$ cat src/hw/rtl/wwa_div.sv
// Divider by a fixed divisor: the registered dividend is multiplied by a
// rounded-up reciprocal and shifted into a registered quotient with a done pulse.
// Depends on nothing; shared by the speed and angle averages.
module wwa_div #(
   parameter int DIV_W   = 25,
   parameter int DIVISOR = 300
) (
   input  logic             clock,
   input  logic             reset,
   input  logic             start,
   input  logic [DIV_W-1:0] dividend,
   output logic             done,
   output logic [DIV_W-1:0] quotient
);

   // floor(x * RECIP / 2^SHIFT) equals floor(x / DIVISOR) for every x below 2^DIV_W
   localparam int     LOG_D   = $clog2(DIVISOR);
   localparam int     SHIFT   = DIV_W + LOG_D;
   localparam int     RECIP_W = DIV_W + 1;
   localparam int     PROD_W  = DIV_W + RECIP_W;
   localparam longint RECIP   =
      ((longint'(1) << SHIFT) + longint'(DIVISOR) - longint'(1)) / longint'(DIVISOR);
   localparam logic [RECIP_W-1:0] RECIP_V = RECIP_W'(RECIP);

   logic [DIV_W-1:0]  op_ff, op_in;
   logic [DIV_W-1:0]  quo_ff, quo_in;
   logic              busy_ff, busy_in;
   logic              done_ff, done_in;
   logic [PROD_W-1:0] prod;

   // Latch the dividend, then one multiply and shift
   always_comb begin
      prod    = PROD_W'(op_ff) * PROD_W'(RECIP_V);
      op_in   = op_ff;
      quo_in  = quo_ff;
      busy_in = 1'b0;
      done_in = 1'b0;
      if (start) begin
         op_in   = dividend;
         busy_in = 1'b1;
      end else if (busy_ff) begin
         quo_in  = DIV_W'(prod >> SHIFT);
         done_in = 1'b1;
      end
   end

   always_ff @(posedge clock) begin
      if (reset) begin
         busy_ff <= 1'b0;
         done_ff <= 1'b0;
      end else begin
         busy_ff <= busy_in;
         done_ff <= done_in;
      end
      op_ff  <= op_in;
      quo_ff <= quo_in;
   end

   assign done     = done_ff;
   assign quotient = quo_ff;

   // A result only follows the multiply cycle
   a_done_after_busy: assert property (@(posedge clock) disable iff (reset)
      done_ff |-> $past(busy_ff))
      else $error("divider done without a preceding multiply");

   // The sequencer never restarts a division in flight
   a_no_restart: assert property (@(posedge clock) disable iff (reset)
      start |-> !busy_ff)
      else $error("divider started while busy");

   // Done is a single-cycle pulse
   a_done_pulse: assert property (@(posedge clock) disable iff (reset)
      done_ff |=> !done_ff)
      else $error("divider done held longer than one cycle");

endmodule

$ cat config.mk
export PLATFORM = sky130hd
export DESIGN_NAME = wwa_div
export DESIGN_NICKNAME = d
export VERILOG_FILES = /design/src/hw/rtl/wwa_div.sv
export SDC_FILE = /design/constraint.sdc
export NUM_CORES = 1
export LEC_CHECK = 0
export BUFFER_PORTS_ARGS = -buffer_cell sky130_fd_sc_hd__buf_4
export CAP_MARGIN = 20
export CORE_AREA = 2 2 148 150
export CTS_CLUSTER_SIZE = 28
export DETAILED_ROUTE_END_ITERATION = 10
export DIE_AREA = 0 0 150 152
export PLACE_DENSITY = 0.79
export SETUP_SLACK_MARGIN = 0.3
export SKIP_LAST_GASP = 1
export SLEW_MARGIN = 10
export SYNTH_ARGS = -nofsm -noshare
export SYNTH_HDL_FRONTEND = slang
export SYNTH_SLANG_ARGS = --single-unit
$ cat constraint.sdc
create_clock -name clock -period 6.48 [get_ports clock]
set_clock_uncertainty 0.1 [all_clocks]
set_input_delay 0.972 -clock clock [delete_from_list [all_inputs] [get_ports clock]]
set_output_delay 0.972 -clock clock [all_outputs]
set_load 0.02 [all_outputs]
==> impl_metrics.toml <==
[cts]
cts_sinks = 44
clk_pin_slew_ns = 0.09
cts_buffer_depth = 2
cts_tree = "done"
cts-root-buf = "clkbuf_16"
cts_hold_buf = 0
numCtsBuffers = 5
htreeDepth = 2
clk_latency_ns = 0.32

[critical_path]
path_max_fanout = 6
endpoint = "quotient[14]$_DFFE_PP_"
crit_type = "register to register"
cp-startpoint = "op_ff[10]$_DFFE_PP_"
worstSetupEndpointType = "register"
reg2reg_setup_slack_ns = 0.01
r2r_cells = 17
timing.rr.end = "quotient[14]$_DFFE_PP_"
crit_required_ns = 6.45
cp.arrival_ns = 6.44
worstReg2RegStart = "op_ff[10]$_DFFE_PP_"
critPathLaunchType = "register"

[logic_synthesis]
yosys.area_share.adder_pct = 65.1
ys.flop_type = "edfxtp_1"
yosys.area_share.simple_pct = 3.28
syn_area_per_cell_sq_um = 10.5
async_flop_share_pct = 0
synth-compound-area-share_pct = 7.04
syn_inst = 1181
synthMuxAreaShare_pct = 0
syn_area_sq_um = 12400
synth_top_family_by_area = "adder cells"
synth_cell_types = 53
synth_xor_area_share_pct = 1.20
synth_seq_area_share_pct = 10.5
synth_top_area_share_pct = 38.6
ys_ff_latch = 44
yosys.area.top_type = "fa_1"
synthTopCellsByArea = "fa_1, ha_1, inv_1"
yosys_warnings = 0
synth_edf_count = 42

[route]
wl_microns = 31900
ant_nets = 0
viasPerCell = 5.43
avgRoutedWirePerCell_microns = 20.1
firstDrtPassIters = 5
vias = 8653
drtIter0Drc = 604
remaining_drc_errors = 0

[placement]
hpwlAfterDp_microns = 27800
gp_congestion = 1.03
portBuffers = 45

[die]
ios = 54
start_util_pct = 58.0
dieArea_sq_um = 22800
core.rowCount = 54
core_area_sq_um = 21400
dieHeight_microns = 152
die_w_microns = 150

[grt]
grt_use_met3_pct = 5.14
first_global_vias = 9538
antenna_found_initial = 0
grt-busiest-layer = "met2"
grt_usage_pct = 30.0
grtUsageMet2_pct = 45.7
grt_first_pass_wirelength_microns = 51100
grt.met1_usage_pct = 44.2
overflow = 0
grt_max_degree = 28

[worst_hold_path]
hp-class = "register to register"

[timing]
fin_crit_sh_pct = 99.8
max_freq_ghz = 0.155
slew_viol_final = 0
setup_viol = 0
rsz0062_at_grt = "yes"
hold_violations = 0
period_needed_ns = 6.47

[flow_run]
cap_violations = 0

[cells_and_area]
final_cell_mix = "inv_1, ha_1, fa_1"
layout.nets = 1841
layout_commonest_cell = "inv_1"
post-route-util_pct = 66.8
antenna_cells = 0
layout-drive-gt1-share_pct = 17.0
area_growth_pct = 15.1

[run_status]
status = "complete, no violations"
## critical path: stages (launching register included)
cell and delay [ns]:
edfxtp_1 0.50, ha_1 0.39, ha_1 0.23, or2_2 0.31, fa_1 0.50, fa_1 0.62
fa_1 0.46, fa_1 0.51, fa_1 0.44, ha_1 0.33, buf_4 0.16, a311o_1 0.36
a211oi_2 0.28, o21bai_2 0.14, o31ai_4 0.32, a21oi_4 0.13, a31o_1 0.24, o21a_1 0.19
## worst min path at each step
stage | slack, ns | to | startpoint | cells after the start
after floorplan | 0.71 | quotient[0]$_DFFE_PP_ | busy_ff$_SDFF_PP0_ | 1
after global placement | 0.69 | quotient[2]$_DFFE_PP_ | busy_ff$_SDFF_PP0_ | 2
after detailed placement | 0.69 | quotient[2]$_DFFE_PP_ | busy_ff$_SDFF_PP0_ | 2
after CTS | 0.70 | quotient[6]$_DFFE_PP_ | busy_ff$_SDFF_PP0_ | 2
after global routing | 0.71 | quotient[6]$_DFFE_PP_ | busy_ff$_SDFF_PP0_ | 2
final | 0.69 | quotient[6]$_DFFE_PP_ | busy_ff$_SDFF_PP0_ | 2
## per-layer routing
layer / vias up / part of all wire [%]
met5: - / 0
met2: 339 / 46
met1: 4347 / 43
met3: 60 / 8.1
li1: 3907 / -
met4: 0 / 3.3
## cells by family after synthesis
group,after synthesis
flops,44
other cells,1
simple gates,80
fa+ha+maj,501
buf+inv,417
compound gates,121
xor+xnor,17
## layout make-up
| cell class | instances | area [sq um] |
|---|---|---|
| well taps | 280 | 350 |
| flip-flops and latches | 44 | 1300 |
| multi-input cells | 727 | 9950 |
| clock inverters | 3 | 46.3 |
| inverters | 409 | 1540 |
| clock buffers | 5 | 125 |
| fillers | 1650 | 7080 |
| repair buffers | 125 | 961 |
## flip-flops by register name, indices dropped and copies added, names as in the netlist
signal and flops:
done 1, op_ff 25, quotient 17, busy_ff 1
## repair_timing
item                                    in CTS  in global routing
endpoints found under the hold margin        0                  0
buffers inserted                            17                 18
resized for setup                           35                 50
endpoints found under the setup margin      16                 17
pin swaps                                   33                 33
## through the flow
step | setup TNS [ns] | std cells | worst slack, ns | instance area [sq um] | hold WS (ns)
2_1_floorplan | 0 | 1188 | 0.322 | 12500 | 0.709
5_1_grt | -0.685 | 1593 | -0.158 | 14300 | 0.708
3_3_place_gp | 0 | 1550 | 0.0234 | 13500 | 0.690
3_5_place_dp | -0.397 | 1550 | -0.0999 | 13500 | 0.694
6_report | 0 | 1593 | 0.0102 | 14300 | 0.693
4_1_cts | 0 | 1575 | 0.0296 | 13900 | 0.697
## cells in the mapped netlist (11+ instances only)
cell type  count
nand2_1       19
ha_1         262
xnor2_1       12
edfxtp_1      42
a21oi_1       28
inv_1        409
o21ai_0       19
a21o_1        11
fa_1         239
nor2_1        17
Power is not shown: default switching activity piles up to over one toggle a cycle in this logic, so the estimate is an artifact.
